===== config.mk =====
export PLATFORM = sky130hd
export DESIGN_NAME = string_literal_escape_decoder_core
export DESIGN_NICKNAME = d
export VERILOG_FILES = /design/src/rtl/sled_pkg.sv /design/src/rtl/sled_front.sv /design/src/rtl/sled_fifo.sv /design/src/rtl/sled_back.sv /design/src/rtl/string_literal_escape_decoder_core.sv
export SDC_FILE = /design/constraint.sdc
export NUM_CORES = 1
export LEC_CHECK = 0
export ABC_AREA = 1
export BUFFER_PORTS_ARGS = -buffer_cell sky130_fd_sc_hd__buf_2
export CORE_MARGIN = 1.5
export CORE_UTILIZATION = 47
export DETAILED_ROUTE_END_ITERATION = 8
export PLACE_DENSITY = 0.76
export SETUP_SLACK_MARGIN = 0.15
export SYNTH_ARGS = -nofsm -noshare
export SYNTH_HDL_FRONTEND = slang
export SYNTH_HIERARCHICAL = 1
export SYNTH_SLANG_ARGS = --single-unit

===== constraint.sdc =====
create_clock -name clk -period 3 [get_ports clk]
set_input_delay 0.6 -clock clk [delete_from_list [all_inputs] [get_ports clk]]
set_output_delay 0.6 -clock clk [all_outputs]
set_load 0.005 [all_outputs]

===== src/rtl/sled_pkg.sv =====
// Types, constants and helper functions of the string literal escape decoder.
`timescale 1ns / 1ps
package sled_pkg;

	localparam int HEX_ESCAPE_DIGITS   = 4;
	localparam int OCTAL_ESCAPE_DIGITS = 3;

	localparam int QUEUE_DEPTH = 4;
	localparam int QUEUE_AW    = $clog2(QUEUE_DEPTH);
	localparam int QUEUE_CW    = $clog2(QUEUE_DEPTH + 1);

	localparam logic [2:0] ST_CHAR       = 3'd0;
	localparam logic [2:0] ST_END        = 3'd1;
	localparam logic [2:0] ST_EOF        = 3'd2;
	localparam logic [2:0] ST_BAD_U      = 3'd3;
	localparam logic [2:0] ST_BAD_DIGIT  = 3'd4;
	localparam logic [2:0] ST_SHORT_U    = 3'd5;
	localparam logic [2:0] ST_OCT_RANGE  = 3'd6;
	localparam logic [2:0] ST_UNSUPPORTED = 3'd7;

	localparam logic [15:0] CH_TAB       = 16'h0009;
	localparam logic [15:0] CH_CR        = 16'h000D;
	localparam logic [15:0] CH_LF        = 16'h000A;
	localparam logic [15:0] CH_BS        = 16'h0008;
	localparam logic [15:0] CH_FF        = 16'h000C;
	localparam logic [15:0] CH_SPACE     = 16'h0020;
	localparam logic [15:0] CH_COMMA     = 16'h002C;
	localparam logic [15:0] CH_QUOTE     = 16'h0022;
	localparam logic [15:0] CH_SEMI      = 16'h003B;
	localparam logic [15:0] CH_CARET     = 16'h005E;
	localparam logic [15:0] CH_LPAREN    = 16'h0028;
	localparam logic [15:0] CH_BACKSLASH = 16'h005C;
	localparam logic [15:0] CH_LOW_T     = 16'h0074;
	localparam logic [15:0] CH_LOW_R     = 16'h0072;
	localparam logic [15:0] CH_LOW_N     = 16'h006E;
	localparam logic [15:0] CH_LOW_B     = 16'h0062;
	localparam logic [15:0] CH_LOW_F     = 16'h0066;
	localparam logic [15:0] CH_LOW_U     = 16'h0075;
	localparam logic [15:0] CH_EIGHT     = 16'h0038;
	localparam logic [15:0] CH_NINE      = 16'h0039;
	localparam logic [15:0] OCTAL_MAX    = 16'h00FF;

	typedef struct packed {
		logic [15:0] ch;
		logic [2:0]  st;
	} res_t;

	// One queue entry holds every result caused by one input word.
	typedef struct packed {
		logic two;
		res_t r0;
		res_t r1;
	} entry_t;

	function automatic logic is_blank(input logic [15:0] c);
		return c == CH_TAB || c == CH_SPACE || c == CH_COMMA || c == 16'h00A0 ||
			c == 16'h1680 || (c >= 16'h2000 && c <= 16'h200A) ||
			c == 16'h202F || c == 16'h205F || c == 16'h3000;
	endfunction

	function automatic logic is_macro(input logic [15:0] c);
		return c == CH_QUOTE || c == CH_SEMI || c == CH_CARET || c == CH_LPAREN;
	endfunction

	// Returns {valid, value} for an ASCII hex digit.
	function automatic logic [4:0] hex_digit(input logic [15:0] c);
		logic [4:0] r;
		r = 5'd0;
		if (c >= 16'h0030 && c <= 16'h0039)
			r = {1'b1, c[3:0]};
		else if ((c >= 16'h0061 && c <= 16'h0066) || (c >= 16'h0041 && c <= 16'h0046))
			r = {1'b1, c[3:0] + 4'd9};
		return r;
	endfunction

	function automatic logic is_octal(input logic [15:0] c);
		return c[15:3] == 13'h0006;
	endfunction

endpackage


===== src/rtl/sled_front.sv =====
// Front part: accepts code units, runs the escape state machine, packs results.
`timescale 1ns / 1ps
module sled_front (
	input  logic              clk,
	input  logic              arst_n,
	input  logic              in_take,
	input  logic [15:0]       code_unit,
	input  logic              end_of_input,
	output logic              push,
	output sled_pkg::entry_t  push_entry
);
	import sled_pkg::*;

	typedef enum logic [1:0] {
		MODE_PLAIN,
		MODE_BACKSLASH,
		MODE_HEX,
		MODE_OCTAL
	} mode_t;

	typedef struct packed {
		logic emit;
		logic to_bs;
		res_t r;
	} plain_t;

	mode_t       mode_q, mode_d;
	logic [15:0] acc_q, acc_d;
	logic [2:0]  cnt_q, cnt_d;
	logic        push_d;
	entry_t      ent;
	plain_t      pl;
	logic [4:0]  hx;
	logic [15:0] acc_hex, acc_oct;
	logic [2:0]  cnt_inc;

	function automatic plain_t plain_unit(input logic [15:0] c, input logic eof);
		plain_t p;
		p = '0;
		if (eof) begin
			p.emit = 1'b1;
			p.r = '{ch: 16'h0, st: ST_EOF};
		end else if (c == CH_QUOTE) begin
			p.emit = 1'b1;
			p.r = '{ch: 16'h0, st: ST_END};
		end else if (c == CH_BACKSLASH) begin
			p.to_bs = 1'b1;
		end else begin
			p.emit = 1'b1;
			p.r = '{ch: c, st: ST_CHAR};
		end
		return p;
	endfunction

	always_comb begin
		pl      = plain_unit(code_unit, end_of_input);
		hx      = hex_digit(code_unit);
		acc_hex = {acc_q[11:0], hx[3:0]};
		acc_oct = {acc_q[12:0], code_unit[2:0]};
		cnt_inc = cnt_q + 3'd1;
		mode_d  = mode_q;
		acc_d   = acc_q;
		cnt_d   = cnt_q;
		push_d  = 1'b0;
		ent     = '0;
		case (mode_q)
			MODE_PLAIN: begin
				push_d = pl.emit;
				ent.r0 = pl.r;
				mode_d = pl.to_bs ? MODE_BACKSLASH : MODE_PLAIN;
			end
			MODE_BACKSLASH: begin
				push_d = 1'b1;
				mode_d = MODE_PLAIN;
				acc_d  = 16'h0;
				cnt_d  = 3'd0;
				if (end_of_input) begin
					ent.r0 = '{ch: 16'h0, st: ST_EOF};
				end else if (code_unit == CH_LOW_T) begin
					ent.r0 = '{ch: CH_TAB, st: ST_CHAR};
				end else if (code_unit == CH_LOW_R) begin
					ent.r0 = '{ch: CH_CR, st: ST_CHAR};
				end else if (code_unit == CH_LOW_N) begin
					ent.r0 = '{ch: CH_LF, st: ST_CHAR};
				end else if (code_unit == CH_LOW_B) begin
					ent.r0 = '{ch: CH_BS, st: ST_CHAR};
				end else if (code_unit == CH_LOW_F) begin
					ent.r0 = '{ch: CH_FF, st: ST_CHAR};
				end else if (code_unit == CH_BACKSLASH || code_unit == CH_QUOTE) begin
					ent.r0 = '{ch: code_unit, st: ST_CHAR};
				end else if (code_unit == CH_LOW_U) begin
					push_d = 1'b0;
					mode_d = MODE_HEX;
				end else if (is_octal(code_unit)) begin
					// A one-digit octal limit finishes the escape at once.
					if (3'd1 >= 3'(OCTAL_ESCAPE_DIGITS)) begin
						ent.r0 = '{ch: {13'h0, code_unit[2:0]}, st: ST_CHAR};
					end else begin
						push_d = 1'b0;
						mode_d = MODE_OCTAL;
						acc_d  = {13'h0, code_unit[2:0]};
						cnt_d  = 3'd1;
					end
				end else if (code_unit == CH_EIGHT || code_unit == CH_NINE) begin
					ent.r0 = '{ch: 16'h0, st: ST_BAD_DIGIT};
				end else begin
					ent.r0 = '{ch: 16'h0, st: ST_UNSUPPORTED};
				end
			end
			MODE_HEX: begin
				if (end_of_input || !hx[4] || cnt_inc >= 3'(HEX_ESCAPE_DIGITS)) begin
					push_d = 1'b1;
					mode_d = MODE_PLAIN;
					acc_d  = 16'h0;
					cnt_d  = 3'd0;
					if (end_of_input)
						ent.r0 = '{ch: 16'h0, st: (cnt_q == 3'd0) ? ST_EOF : ST_SHORT_U};
					else if (!hx[4] && cnt_q == 3'd0)
						ent.r0 = '{ch: 16'h0, st: ST_BAD_U};
					else if (!hx[4] && (is_blank(code_unit) || is_macro(code_unit)))
						ent.r0 = '{ch: 16'h0, st: ST_SHORT_U};
					else if (!hx[4])
						ent.r0 = '{ch: 16'h0, st: ST_BAD_DIGIT};
					else
						ent.r0 = '{ch: acc_hex, st: ST_CHAR};
				end else begin
					acc_d = acc_hex;
					cnt_d = cnt_inc;
				end
			end
			MODE_OCTAL: begin
				if (end_of_input || is_blank(code_unit) || is_macro(code_unit)) begin
					// Emit the run's value, then treat the terminator as a body unit; an out-of-range run emits only its range error.
					push_d = 1'b1;
					mode_d = MODE_PLAIN;
					acc_d  = 16'h0;
					cnt_d  = 3'd0;
					if (acc_q > OCTAL_MAX) begin
						ent.r0 = '{ch: 16'h0, st: ST_OCT_RANGE};
					end else begin
						ent.r0  = '{ch: acc_q, st: ST_CHAR};
						ent.two = pl.emit;
						ent.r1  = pl.r;
						mode_d  = pl.to_bs ? MODE_BACKSLASH : MODE_PLAIN;
					end
				end else if (is_octal(code_unit)) begin
					if (cnt_inc >= 3'(OCTAL_ESCAPE_DIGITS)) begin
						push_d = 1'b1;
						mode_d = MODE_PLAIN;
						acc_d  = 16'h0;
						cnt_d  = 3'd0;
						if (acc_oct > OCTAL_MAX)
							ent.r0 = '{ch: 16'h0, st: ST_OCT_RANGE};
						else
							ent.r0 = '{ch: acc_oct, st: ST_CHAR};
					end else begin
						acc_d = acc_oct;
						cnt_d = cnt_inc;
					end
				end else begin
					push_d = 1'b1;
					mode_d = MODE_PLAIN;
					acc_d  = 16'h0;
					cnt_d  = 3'd0;
					ent.r0 = '{ch: 16'h0, st: ST_BAD_DIGIT};
				end
			end
			default: begin
				mode_d = MODE_PLAIN;
			end
		endcase
	end

	always_ff @(posedge clk or negedge arst_n) begin
		if (!arst_n) begin
			mode_q <= MODE_PLAIN;
			acc_q  <= 16'h0;
			cnt_q  <= 3'd0;
		end else if (in_take) begin
			mode_q <= mode_d;
			acc_q  <= acc_d;
			cnt_q  <= cnt_d;
		end
	end

	assign push       = in_take && push_d;
	assign push_entry = ent;

endmodule


===== src/rtl/sled_fifo.sv =====
// Short queue of packed result entries between the front and back parts.
`timescale 1ns / 1ps
module sled_fifo (
	input  logic              clk,
	input  logic              arst_n,
	input  logic              wr,
	input  sled_pkg::entry_t  wdata,
	input  logic              rd,
	output sled_pkg::entry_t  rdata,
	output logic              full,
	output logic              nonempty
);
	import sled_pkg::*;

	entry_t                slot_q [QUEUE_DEPTH];
	logic [QUEUE_AW-1:0]   wptr_q, rptr_q;
	logic [QUEUE_CW-1:0]   count_q;

	always_ff @(posedge clk) begin
		if (wr)
			slot_q[wptr_q] <= wdata;
	end

	always_ff @(posedge clk or negedge arst_n) begin
		if (!arst_n) begin
			wptr_q  <= '0;
			rptr_q  <= '0;
			count_q <= '0;
		end else begin
			if (wr)
				wptr_q <= wptr_q + 1'b1;
			if (rd)
				rptr_q <= rptr_q + 1'b1;
			if (wr && !rd)
				count_q <= count_q + 1'b1;
			else if (rd && !wr)
				count_q <= count_q - 1'b1;
		end
	end

	assign rdata    = slot_q[rptr_q];
	assign full     = count_q == QUEUE_CW'(QUEUE_DEPTH);
	assign nonempty = count_q != '0;

endmodule


===== src/rtl/sled_back.sv =====
// Back part: unpacks queue entries into single results in an output register.
`timescale 1ns / 1ps
module sled_back (
	input  logic              clk,
	input  logic              arst_n,
	input  logic              q_nonempty,
	input  sled_pkg::entry_t  q_head,
	output logic              q_pop,
	output logic              out_valid,
	input  logic              out_ready,
	output logic [15:0]       char_value,
	output logic [2:0]        status,
	output logic              last_of_run
);
	import sled_pkg::*;

	logic        valid_q;
	logic        half_q;
	logic [15:0] char_q;
	logic [2:0]  status_q;
	logic        last_q;
	logic        load;
	logic        is_last;
	res_t        pick;

	assign load    = (!valid_q || out_ready) && q_nonempty;
	assign is_last = !q_head.two || half_q;
	assign pick    = half_q ? q_head.r1 : q_head.r0;
	assign q_pop   = load && is_last;

	always_ff @(posedge clk or negedge arst_n) begin
		if (!arst_n) begin
			valid_q <= 1'b0;
			half_q  <= 1'b0;
		end else if (!valid_q || out_ready) begin
			valid_q <= q_nonempty;
			if (q_nonempty)
				half_q <= !is_last;
		end
	end

	always_ff @(posedge clk) begin
		if (load) begin
			char_q   <= pick.ch;
			status_q <= pick.st;
			last_q   <= is_last;
		end
	end

	assign out_valid   = valid_q;
	assign char_value  = char_q;
	assign status      = status_q;
	assign last_of_run = last_q;

endmodule


===== src/rtl/string_literal_escape_decoder_core.sv =====
// String literal escape decoder: top level joining front, queue and back.
// Takes one code unit word per cycle while the four-entry result queue has room; a
// word's results are written into the queue at the edge that takes it and then pass
// through the output register. A word that gives two results (an octal run closed by a
// terminator) fills the output register twice, so the output side sets the sustained
// rate at one result per cycle while out_ready is high. Words that give no result (a
// backslash, the u of a unicode escape, inner digits) pass without touching the queue.
// Any nonzero status ends the string, and the next word starts a new string body.
`timescale 1ns / 1ps
module string_literal_escape_decoder_core (
	input  logic        clk,
	input  logic        arst_n,
	input  logic        in_valid,
	output logic        in_ready,
	input  logic [15:0] code_unit,
	input  logic        end_of_input,
	output logic        out_valid,
	input  logic        out_ready,
	output logic [15:0] char_value,
	output logic [2:0]  status,
	output logic        last_of_run
);
	import sled_pkg::*;

	logic   q_full;
	logic   q_nonempty;
	logic   q_push;
	logic   q_pop;
	entry_t q_in;
	entry_t q_head;
	logic   in_take;

	assign in_ready = !q_full;
	assign in_take  = in_valid && in_ready;

	sled_front u_front (
		.clk          (clk),
		.arst_n       (arst_n),
		.in_take      (in_take),
		.code_unit    (code_unit),
		.end_of_input (end_of_input),
		.push         (q_push),
		.push_entry   (q_in)
	);

	sled_fifo u_fifo (
		.clk      (clk),
		.arst_n   (arst_n),
		.wr       (q_push),
		.wdata    (q_in),
		.rd       (q_pop),
		.rdata    (q_head),
		.full     (q_full),
		.nonempty (q_nonempty)
	);

	sled_back u_back (
		.clk         (clk),
		.arst_n      (arst_n),
		.q_nonempty  (q_nonempty),
		.q_head      (q_head),
		.q_pop       (q_pop),
		.out_valid   (out_valid),
		.out_ready   (out_ready),
		.char_value  (char_value),
		.status      (status),
		.last_of_run (last_of_run)
	);

endmodule


Word-level counts from Yosys, hierarchy flattened
Memories as Yosys holds them, arrays and structs flattened.
Cells that the tools add are included.
- register bits after elaboration: 50
- logic and storage cells: 208
- input bits: 21
- memories: 1
- RAM bits: 156
- order comparisons: 12
- equal/unequal tests: 28
- $add $sub $neg: 6
- reduce and logical (&&, ||, !) cells: 48
- muxes and demuxes: 102
- memory list (memory ; words ; bits a word ; read ports ; clocked after Yosys merged registers in ; write ports ; line ; source):
    u_fifo.slot_q ; 4 ; 39 ; 1 ; 0 ; 1 ; sled_fifo.sv:15 ; entry_t slot_q [QUEUE_DEPTH];
- operator list (operator ; count):
    2-to-1 mux 19 bit ; 26
    2-to-1 mux 16 bit ; 12
    equality test 16 x 7 -> 1 bit (second input constant) ; 8
    equality test 16 x 6 -> 1 bit (second input constant) ; 7
    one-hot mux 19 bit (4 select lines) ; 1
    equality test 16 x 14 -> 1 bit (second input constant) ; 3
    2-to-1 mux 3 bit ; 16
    one-hot mux 16 bit (3 select lines) ; 1
    >= comparator 16 x 7 -> 1 bit (second input constant) ; 2
    greater-than comparator 16 x 8 -> 1 bit (second input constant) ; 2
    less-or-equal comparator 16 x 7 -> 1 bit (second input constant) ; 2
    2-to-1 mux 2 bit ; 15
    2-to-1 mux 1 bit ; 26
    logical OR 1 bit ; 21
    equality test 16 x 13 -> 1 bit (second input constant) ; 1
    equality test 16 x 4 -> 1 bit (second input constant) ; 1
    equality test 16 x 8 -> 1 bit (second input constant) ; 1
    >= comparator 16 x 14 -> 1 bit (second input constant) ; 1
    >= comparator 16 x 6 -> 1 bit (second input constant) ; 1
    less-or-equal comparator 16 x 14 -> 1 bit (second input constant) ; 1
    less-or-equal comparator 16 x 6 -> 1 bit (second input constant) ; 1
    equality test 13 x 3 -> 1 bit (second input constant) ; 1
    logical AND 1 bit ; 12
    2-to-1 mux 5 bit ; 2
    other kinds (21) ; 32

Depth between registers and ports, before layout
Gate-level depths: netlist of the first run.
- word-level depth: 18
- depth in mapped cells: 22
- gate-level depth less buffers: 21

Modules after synthesis
The synthesis of the first run kept the hierarchy.
- by module, submodules not included (module ; instances ; area an instance (µm²) ; sequential area each (µm²) ; cells each):
    sled_fifo ; 1 ; 6806.5 ; 4859.7 ; 504
    sled_front ; 1 ; 3349.5 ; 525.5 ; 605
    sled_back ; 1 ; 932.1 ; 650.6 ; 95
    string_literal_escape_decoder_core ; 1 ; 13.8 ; 0.0 ; 3

Worst setup path after synthesis of the first run
OpenSTA, ideal clock, no wires.
- kind: input -> register
- from: input code_unit[0]
- to: memory u_fifo/slot_q[0][0] in the netlist's numbering (enable)
- data required time: 2.606 ns
- buffers on the path: 2
- stages on the path: 17
- library setup time: 0.394 ns
- arrival: 3.048 ns
- path slack: -0.441 ns
- cell sequence: buf_2 inv_2 ha_1 inv_1 nand2_1 nand2_1 inv_2 nor2_2 nor2_4 inv_4 nand3_4 nand3_2 nand2_1 a31oi_1 clkbuf_1 nand2_1 inv_1
- cells in the longest elaborated chain, start to end: 16
- elaborated cells on any way between the ends: 68
- those cells by class: 8 x order compare; 19 x eq/ne; 18 x mux; 23 x reduce/logical
- ends and longest elaborated chain (element ; line ; source):
    from (decl) ; string_literal_escape_decoder_core.sv:15 ; input logic [15:0] code_unit,
    parallel branches: the longest is 12 deep, another holds >= comparator 16 x 7 -> 1 bit ; n/a ;
    one-hot mux 1 bit (4 select lines) (*) ; sled_front.sv:66 ; case (mode_q)
    logical AND 1 bit (*) ; sled_front.sv:186 ; assign push = in_take && push_d;
    net q_push ; string_literal_escape_decoder_core.sv:27 ; logic q_push;
    2-to-1 mux 1 bit (*) ; sled_fifo.sv:20 ; if (wr)
    2-to-1 mux 1 bit (implied by the code) (*) ; sled_fifo.sv:21 ; slot_q[wptr_q] <= wdata;
    to (decl) ; sled_fifo.sv:15 ;
Mark *: on every way through the listed nets, which the timed path passes.

Worst setup path after layout of the first run
- from: input code_unit[1]
- to: register u_fifo.count_q[2]
- cells in the longest elaborated chain, start to end: 17
- elaborated cells on any way between the ends: 71
- those cells by class: 8 x order compare; 19 x eq/ne; 17 x mux; 27 x reduce/logical
- ends and longest elaborated chain (element ; line ; source):
    parallel branches: the longest is 12 deep, another holds >= comparator 16 x 7 -> 1 bit ; n/a ;
    one-hot mux 1 bit (4 select lines) (*) ; sled_front.sv:66 ;
    logical AND 1 bit (*) ; sled_front.sv:186 ;
    net q_push ; string_literal_escape_decoder_core.sv:27 ;
    zero test 1 bit ; sled_fifo.sv:36 ; else if (rd && !wr)
    logical AND 1 bit ; sled_fifo.sv:36 ;
    nonzero test 2 bit (no line) ; n/a ;
    to (signal assigned) ; sled_fifo.sv:35 ; count_q <= count_q + 1'b1;
    to (signal assigned) ; sled_fifo.sv:37 ; count_q <= count_q - 1'b1;
    to (decl) ; sled_fifo.sv:17 ; logic [QUEUE_CW-1:0] count_q;
Marked as above.
A chain may end at the register's enable or synchronous reset.

==> run_summary.xml, run 1 <==
<?xml version="1.0" encoding="UTF-8"?>
<metrics>
  <group name="timing">
    <metric name="finalWorstPathRequiredPeriod" unit="ps">2590</metric>
    <metric name="timing.final.crit_share" unit="">0.864</metric>
    <metric name="report.final.slew_viol_count" unit="">0</metric>
    <metric name="unrepaired_setup_endpoints_after_global_routing" unit="">false</metric>
    <metric name="final_hold_slack" unit="ps">149</metric>
    <metric name="final.setup_skew" unit="ps">16.2</metric>
    <metric name="slew_at_the_pin_closest_to_its_max_slew_limit" unit="ps">775</metric>
    <metric name="timing.slew.headroom" unit="">0.483</metric>
    <metric name="final_ws_setup" unit="ps">408</metric>
    <metric name="setup-violations-final" unit="">0</metric>
    <metric name="fmax_achieved" unit="MHz">386</metric>
    <metric name="fin_tns_setup" unit="ps">0</metric>
    <metric name="finalHoldViolations" unit="">0</metric>
  </group>
  <group name="final_layout">
    <metric name="fraction_of_layout_instances_using_a_drive_strength_above_1" unit="">0.220</metric>
    <metric name="areaGrowthSynthToFinish" unit="%">17.9</metric>
    <metric name="fin_nets" unit="">1367</metric>
    <metric name="postLayoutCoreUtil" unit="">0.561</metric>
    <metric name="num_antenna_cells" unit="">0</metric>
  </group>
  <group name="power_and_ir_drop">
    <metric name="combinationalPowerShare" unit="">0.327</metric>
    <metric name="p_switching" unit="uW">3360</metric>
    <metric name="power.switching_fraction" unit="">0.341</metric>
    <metric name="seqPwrFrac" unit="">0.416</metric>
    <metric name="vdd_drop_max" unit="V">0.000478</metric>
    <metric name="cellInternalPower" unit="uW">6510</metric>
    <metric name="share_clk_of_total_power" unit="">0.257</metric>
    <metric name="power_leakage" unit="uW">0.00570</metric>
    <metric name="power" unit="uW">9870</metric>
    <metric name="power.density" unit="nW/um2">754</metric>
  </group>
  <group name="floorplan">
    <metric name="die-width" unit="um">157</metric>
    <metric name="fp.dieH" unit="um">157</metric>
    <metric name="core_region_area" unit="um2">23300</metric>
    <metric name="start_util" unit="">0.476</metric>
    <metric name="die_outline_area" unit="um2">24600</metric>
    <metric name="standard_cell_row_count" unit="">56</metric>
    <metric name="boundaryPins" unit="">43</metric>
  </group>
  <group name="cts">
    <metric name="cts_hold_repair.buffers" unit="">0</metric>
    <metric name="clock_tree_from_tritoncts" unit="">yes</metric>
    <metric name="tritoncts_num_sinks" unit="">206</metric>
    <metric name="cts-root-buf" unit="">sky130_fd_sc_hd__clkbuf_16</metric>
    <metric name="h-tree-depth" unit="">1</metric>
    <metric name="cts_made_buffers" unit="">22</metric>
    <metric name="postCtsSetupRepairBufs" unit="">0</metric>
    <metric name="clk_transition_reported_paths" unit="ps">60</metric>
    <metric name="cts_max_path_buffers" unit="">3</metric>
    <metric name="clock_insertion_delay_worst_skew" unit="ps">500</metric>
  </group>
  <group name="yosys">
    <metric name="share_of_async_settable_or_async_resettable_flops_after_synthesis" unit="">0.146</metric>
    <metric name="mappedNetlistArea" unit="um2">11100</metric>
    <metric name="ys_seq_area_frac" unit="">0.544</metric>
    <metric name="number_of_synthesized_register_bits" unit="">206</metric>
    <metric name="yosysUniqueCellTypes" unit="">43</metric>
    <metric name="ys_dominant_reg_cell" unit="">sky130_fd_sc_hd__edfxtp_1</metric>
    <metric name="post_synth_inst_count" unit="">1207</metric>
    <metric name="number_of_flops_mapped_to_enable_cells_by_yosys" unit="">176</metric>
    <metric name="total_number_of_yosys_warnings" unit="">6</metric>
    <metric name="synthesis.area_per_instance" unit="um2">9.20</metric>
  </group>
  <group name="placed_design">
    <metric name="port_buffers" unit="">42</metric>
    <metric name="gp_routability_congestion" unit="">0.964</metric>
    <metric name="hpwl_after_detailed_placement" unit="um">19600</metric>
    <metric name="dpl_worst_slack" unit="ps">-76.6</metric>
  </group>
  <group name="job">
    <metric name="drv.max_cap_violation_count" unit="">0</metric>
  </group>
  <group name="outcome">
    <metric name="run_status" unit="">finished, final reports clean</metric>
  </group>
  <group name="global_routing">
    <metric name="grt_start_max_net_pins" unit="">155</metric>
    <metric name="grt.overflow.total" unit="">0</metric>
    <metric name="antenna_found_initial" unit="">0</metric>
    <metric name="grt_first_pass_wirelength" unit="um">44000</metric>
    <metric name="global_route.usage.total" unit="">0.233</metric>
    <metric name="first_global_vias" unit="">8469</metric>
  </group>
  <group name="route">
    <metric name="firstDrtPassIters" unit="">5</metric>
    <metric name="avgViaCountPerCell" unit="">5.24</metric>
    <metric name="route.vias.total" unit="">8727</metric>
    <metric name="final_antenna_net_count" unit="">0</metric>
    <metric name="wire_per_inst" unit="um">16.6</metric>
    <metric name="finalWirelength" unit="um">27600</metric>
    <metric name="drt_first_iter_violations" unit="">796</metric>
    <metric name="drcViolationCount" unit="">0</metric>
  </group>
  <group name="setup_path">
    <metric name="crit_type" unit="">primary input to flop</metric>
    <metric name="critical_path.max_fanout" unit="">4</metric>
    <metric name="critPathArrivalTime" unit="ps">2970</metric>
    <metric name="critPathCaptureType" unit="">flop</metric>
    <metric name="crit_path_frequent_cell" unit="">sky130_fd_sc_hd__nand2_1</metric>
    <metric name="startpoint_type" unit="">primary input</metric>
    <metric name="cp.required" unit="ps">3370</metric>
    <metric name="crit_slowest_cell" unit="">sky130_fd_sc_hd__fa_1</metric>
    <metric name="cpPeakStageDelay" unit="ps">390</metric>
    <metric name="crit_path_cell_trace" unit="">buf_2, clkinvlp_4, ha_2, nor2_1, nand3_1, nand2_1, nand3_2, nand2_2, nand3_4, nand3_2, nand2_1, a31oi_1, ha_1, inv_1, fa_1, nand2_1, nand3_1, nand2_1, nand2_1</metric>
  </group>
  <group name="hold_path">
    <metric name="hold_path_class" unit="">primary input to asynchronous set/reset pin</metric>
  </group>
</metrics>
## cell type report
| cell class | instances | area, um2 |
|---|---|---|
| tap | 319 | 399 |
| clock inverter | 9 | 73.8 |
| clock buffer | 29 | 598 |
| multi-input combinational | 778 | 4140 |
| fill | 1972 | 10200 |
| timing repair buffer | 155 | 1170 |
| inverter | 169 | 668 |
| sequential | 206 | 6040 |
## final timing paths
check                                                 to  slack, ps  depth (start not counted)                           from
min in group clk            u_back/out_valid$_DFFE_PN0P_        400                          4                      out_ready
max                        u_fifo/count_q[2]$_DFFE_PN0P_        410                         19                   code_unit[1]
min                         u_front/cnt_q[2]$_DFFE_PN0P_        150                          1                         arst_n
max reg2reg                u_fifo/count_q[2]$_DFFE_PN0P_        450                         13   u_front/cnt_q[0]$_DFFE_PN0P_
max in group asynchronous   u_fifo/rptr_q[0]$_DFFE_PN0P_       2330                          1                         arst_n
min reg2reg                u_fifo/count_q[2]$_DFFE_PN0P_        490                          2  u_fifo/count_q[2]$_DFFE_PN0P_
## per-layer routing
metal	global-route usage	wire, um	up-vias	part of all wire
li1	-	-	4262	-
met1	0.315	12000	4119	0.43
met2	0.391	13300	287	0.48
met3	0.0266	1570	59	0.057
met4	0.0771	778	0	0.028
met5	0	0	-	0
## what timing repair did
action	in CTS	in global routing
endpoints found under the hold margin	0	0
endpoints found under the setup margin	0	1
resized for setup	0	1
## metrics by stage
step / std cells / cell area, um2
global placement: 1627 / 12400
CTS: 1665 / 13100
floorplan: 1211 / 11300
finish: 1665 / 13100
detailed placement: 1627 / 12400
global route: 1665 / 13100
## logic make-up (layout without fill, tap and decap cells)
logic type	after synthesis	after routing	share of synthesized area
buffers and inverters	227	362	0.0949
other	1	5	0.000338
AO/OA/AOI/OAI	140	140	0.100
flip-flops	206	206	0.544
XOR/XNOR	6	6	0.00473
AND/OR/NAND/NOR	613	613	0.240
adder cells (fa/ha/maj)	14	14	0.0165
## cells in the final DEF (no fill, tap or decap), drive strengths merged, types with 8 or more instances in the layout
| master | synthesis | layout |
|---|---|---|
| o21ai | 26 | 26 |
| clkinv | 2 | 8 |
| nor3 | 18 | 18 |
| nand2 | 378 | 378 |
| edfxtp | 176 | 176 |
| dfrtp | 30 | 30 |
| nor2 | 104 | 104 |
| o211ai | 84 | 84 |
| buf | 46 | 155 |
| nand4 | 23 | 23 |
| a21oi | 20 | 20 |
| ha | 13 | 13 |
| clkbuf | 12 | 29 |
| inv | 167 | 164 |
| nand3 | 83 | 83 |
## Yosys cell counts, types with 2 or more instances
cell | number | share of area
sky130_fd_sc_hd__o22ai_1 | 4 | 0.0023
sky130_fd_sc_hd__buf_6 | 18 | 0.018
sky130_fd_sc_hd__inv_2 | 13 | 0.0044
sky130_fd_sc_hd__nand3_1 | 76 | 0.034
sky130_fd_sc_hd__nor4_1 | 5 | 0.0028
sky130_fd_sc_hd__nand2_1 | 370 | 0.13
sky130_fd_sc_hd__nor2_4 | 4 | 0.0041
sky130_fd_sc_hd__o21ai_2 | 2 | 0.0016
sky130_fd_sc_hd__inv_1 | 153 | 0.052
sky130_fd_sc_hd__nand2_2 | 8 | 0.0045
sky130_fd_sc_hd__ha_1 | 13 | 0.015
sky130_fd_sc_hd__o21ai_0 | 11 | 0.0050
sky130_fd_sc_hd__o21ai_1 | 13 | 0.0059
sky130_fd_sc_hd__nand4_1 | 23 | 0.013
sky130_fd_sc_hd__a21oi_1 | 20 | 0.0090
sky130_fd_sc_hd__nor3_2 | 4 | 0.0036
sky130_fd_sc_hd__nand3b_1 | 2 | 0.0014
sky130_fd_sc_hd__clkbuf_1 | 12 | 0.0041
sky130_fd_sc_hd__nor2_1 | 88 | 0.030
sky130_fd_sc_hd__o211ai_2 | 32 | 0.036
sky130_fd_sc_hd__nand3_2 | 6 | 0.0054
sky130_fd_sc_hd__xor2_1 | 5 | 0.0039
sky130_fd_sc_hd__clkinv_1 | 2 | 0.00068
sky130_fd_sc_hd__nor2_2 | 11 | 0.0062
sky130_fd_sc_hd__buf_4 | 12 | 0.0081
sky130_fd_sc_hd__nor3_1 | 14 | 0.0063
sky130_fd_sc_hd__dfrtp_1 | 30 | 0.068
sky130_fd_sc_hd__edfxtp_1 | 176 | 0.48
sky130_fd_sc_hd__buf_2 | 15 | 0.0068
sky130_fd_sc_hd__o211ai_1 | 52 | 0.035
## power groups by stage
stage	registers (uW)	logic, uW	clock network (uW)
2_1_floorplan	4140	2360	0
3_3_place_gp	4140	3140	0
3_5_place_dp	4160	3210	0
4_1_cts	4110	3250	2580
5_1_grt	4180	3640	2680
6_report	4110	3230	2530
## sequential cells by signal (all words and copies together), names as in the netlist
signal and cells:
u_back/status 3, u_back/last_of_run 1, u_fifo/rptr_q 2, u_front/mode_q 2, u_fifo/count_q 3, u_front/acc_q 16, u_fifo/wptr_q 2, u_back/char_value 16
u_back/out_valid 1, u_front/cnt_q 3, u_fifo/slot_q 156, u_back/half_q 1
## critical path: cells and delay by family
kind	cells	cell delay (ps)
buf+inv	3	290
simple gates	12	980
compound gates	1	270
fa+ha+maj	3	820
Note: power is estimated with default switching activity, not from simulation.
==> run 2: changes to the inputs <==
Settings changed: REMOVE_ABC_BUFFERS set to 1.
==> run_summary.xml, run 2 (synthesis results as in run 1) <==
<?xml version="1.0" encoding="UTF-8"?>
<metrics>
  <group name="final_layout">
    <metric name="fin_nets" unit="">1347</metric>
    <metric name="area_of_all_sequential_standard_cells" unit="um2">6040</metric>
    <metric name="multiInputGateArea" unit="um2">4050</metric>
    <metric name="layout_commonest_cell" unit="">sky130_fd_sc_hd__nand2_1</metric>
    <metric name="largest_reg_flops" unit="">156</metric>
    <metric name="fin_cells" unit="">1644</metric>
    <metric name="areaGrowthSynthToFinish" unit="%">14.5</metric>
    <metric name="fraction_of_layout_instances_using_a_drive_strength_above_1" unit="">0.188</metric>
    <metric name="num_antenna_cells" unit="">0</metric>
    <metric name="largest-register" unit="">u_fifo/slot_q</metric>
    <metric name="most_frequent_cells_in_the_layout" unit="">sky130_fd_sc_hd__nand2_1, sky130_fd_sc_hd__edfxtp_1, sky130_fd_sc_hd__inv_1</metric>
    <metric name="layout.filler_cells" unit="">2024</metric>
  </group>
  <group name="setup_path">
    <metric name="startpoint_type" unit="">primary input</metric>
    <metric name="crit_path_frequent_cell" unit="">sky130_fd_sc_hd__nand2_1</metric>
    <metric name="crit_slowest_cell" unit="">sky130_fd_sc_hd__fa_1</metric>
    <metric name="critical_path.max_fanout" unit="">2</metric>
    <metric name="crit_type" unit="">primary input to flop</metric>
    <metric name="cp.required" unit="ps">3390</metric>
    <metric name="cpPeakStageDelay" unit="ps">420</metric>
    <metric name="crit_path_cell_trace" unit="">buf_2, nor2_2, nand2_2, buf_4, nor3_1, buf_4, inv_1, nand2_1, nand3_1, a21oi_1, a31oi_4, ha_1, inv_1, fa_1, nand2_1, nand2_1</metric>
    <metric name="critPathCaptureType" unit="">flop</metric>
    <metric name="critPathArrivalTime" unit="ps">3020</metric>
  </group>
  <group name="cts">
    <metric name="cts_hold_repair.buffers" unit="">0</metric>
    <metric name="clock_insertion_delay_worst_skew" unit="ps">500</metric>
    <metric name="cts_made_buffers" unit="">21</metric>
    <metric name="h-tree-depth" unit="">1</metric>
    <metric name="clock_tree_from_tritoncts" unit="">yes</metric>
    <metric name="tritoncts_num_sinks" unit="">206</metric>
    <metric name="cts-root-buf" unit="">sky130_fd_sc_hd__clkbuf_16</metric>
    <metric name="clk_transition_reported_paths" unit="ps">60</metric>
    <metric name="cts_max_path_buffers" unit="">3</metric>
  </group>
  <group name="power_and_ir_drop">
    <metric name="vdd_drop_max" unit="V">0.000473</metric>
    <metric name="power.density" unit="nW/um2">747</metric>
    <metric name="power_leakage" unit="uW">0.00558</metric>
  </group>
  <group name="route">
    <metric name="route.vias.total" unit="">8690</metric>
    <metric name="finalWirelength" unit="um">27200</metric>
    <metric name="avgViaCountPerCell" unit="">5.29</metric>
    <metric name="final_antenna_net_count" unit="">0</metric>
    <metric name="firstDrtPassIters" unit="">6</metric>
    <metric name="drt_first_iter_violations" unit="">881</metric>
    <metric name="wire_per_inst" unit="um">16.5</metric>
    <metric name="drcViolationCount" unit="">0</metric>
  </group>
  <group name="timing">
    <metric name="fmax_achieved" unit="MHz">380</metric>
    <metric name="fin_tns_setup" unit="ps">0</metric>
    <metric name="setup-violations-final" unit="">0</metric>
    <metric name="final.setup_skew" unit="ps">21.2</metric>
    <metric name="timing.slew.headroom" unit="">0.490</metric>
    <metric name="timing.final.crit_share" unit="">0.877</metric>
    <metric name="finalWorstPathRequiredPeriod" unit="ps">2630</metric>
    <metric name="unrepaired_setup_endpoints_after_global_routing" unit="">false</metric>
    <metric name="report.final.slew_viol_count" unit="">0</metric>
    <metric name="finalHoldViolations" unit="">0</metric>
    <metric name="slew_at_the_pin_closest_to_its_max_slew_limit" unit="ps">764</metric>
  </group>
  <group name="placed_design">
    <metric name="port_buffers" unit="">42</metric>
    <metric name="gp_routability_congestion" unit="">0.981</metric>
    <metric name="numPlacedInstances" unit="">1608</metric>
    <metric name="hpwl_after_detailed_placement" unit="um">18600</metric>
  </group>
  <group name="floorplan">
    <metric name="standard_cell_row_count" unit="">56</metric>
    <metric name="start_util" unit="">0.476</metric>
    <metric name="core_region_area" unit="um2">23300</metric>
    <metric name="fp.dieH" unit="um">157</metric>
    <metric name="die_outline_area" unit="um2">24600</metric>
    <metric name="die-width" unit="um">157</metric>
    <metric name="boundaryPins" unit="">43</metric>
  </group>
  <group name="hold_path">
    <metric name="hold_path_class" unit="">primary input to asynchronous set/reset pin</metric>
  </group>
  <group name="global_routing">
    <metric name="global_route.usage.total" unit="">0.226</metric>
    <metric name="grt.overflow.total" unit="">0</metric>
    <metric name="grt_start_max_net_pins" unit="">155</metric>
    <metric name="first_global_vias" unit="">8279</metric>
    <metric name="antenna_found_initial" unit="">0</metric>
    <metric name="grt_first_pass_wirelength" unit="um">43300</metric>
  </group>
  <group name="outcome">
    <metric name="run_status" unit="">finished, final reports clean</metric>
  </group>
  <group name="job">
    <metric name="drv.max_cap_violation_count" unit="">0</metric>
  </group>
</metrics>
[run 2: cell count changes in the layout (fill, tap and decap cells not counted), sizes merged]
cell,delta
clkinvlp,-5
inv,+5
buf,-19
clkbuf,-1
bufinv,-1
[run 2: routing by layer]
metal	vias up	share of wire	GRT usage
li1	4208	-	-
met1	4077	0.44	0.313
met2	361	0.46	0.372
met3	44	0.075	0.0285
met4	0	0.025	0.0694
met5	-	0	0
[run 2: path summary, 6_finish.rpt]
| path | depth (start not counted) | startpoint | slack [ps] | endpoint |
|---|---|---|---|---|
| hold / removal | 1 | arst_n | 150 | u_back/half_q$_DFFE_PN0P_ |
| max in group asynchronous | 1 | arst_n | 2320 | u_fifo/rptr_q[0]$_DFFE_PN0P_ |
| hold reg to reg | 2 | u_fifo/count_q[2]$_DFFE_PN0P_ | 480 | u_fifo/count_q[2]$_DFFE_PN0P_ |
| setup / recovery | 16 | code_unit[14] | 370 | u_fifo/count_q[1]$_DFFE_PN0P_ |
| setup reg to reg | 13 | u_front/cnt_q[0]$_DFFE_PN0P_ | 420 | u_fifo/count_q[2]$_DFFE_PN0P_ |
| min in group clk | 4 | out_ready | 400 | u_back/out_valid$_DFFE_PN0P_ |
[run 2: cell type report]
cell class | instances | area share
multi-input combinational | 778 | 0.318
clock inverter | 8 | 0.00335
clock buffer | 28 | 0.0434
timing repair buffer | 136 | 0.0780
inverter | 169 | 0.0501
tap | 319 | 0.0314
sequential | 206 | 0.475
[run 2: stage by stage]
step	total power, uW	cell area [um2]	worst slack [ps]	hold WS [ps]	util
after floorplan	6190	10700	-1730	304	-
after global placement	7130	12100	-68.7	470	0.518
after detailed placement	7230	12100	-137	469	0.518
after CTS	9560	12700	326	173	0.544
after global routing	10100	12700	193	200	0.545
final	9500	12700	370	155	0.545
[run 2: critical path, delay by kind of cell]
family,cells,cell delay (ps)
buffers and inverters,5,560
AOI/OAI and AO/OA,2,380
adders and majority gates,2,660
and+or+nand+nor,7,810
[run 2: repair_timing]
item / 4_1_cts / 5_1_grt
resized for setup: 0 / 3
setup buffers: 0 / 0
endpoints found under the setup margin: 0 / 2
[run 2: power by group]
part           total, uW  switching [uW]  leakage [uW]  internal (uW)
clock               2320            1030      0.000290           1290
sequential          4100             193       0.00204           3900
combinational       3080            2030       0.00325           1050
total               9500            3250       0.00558           6250
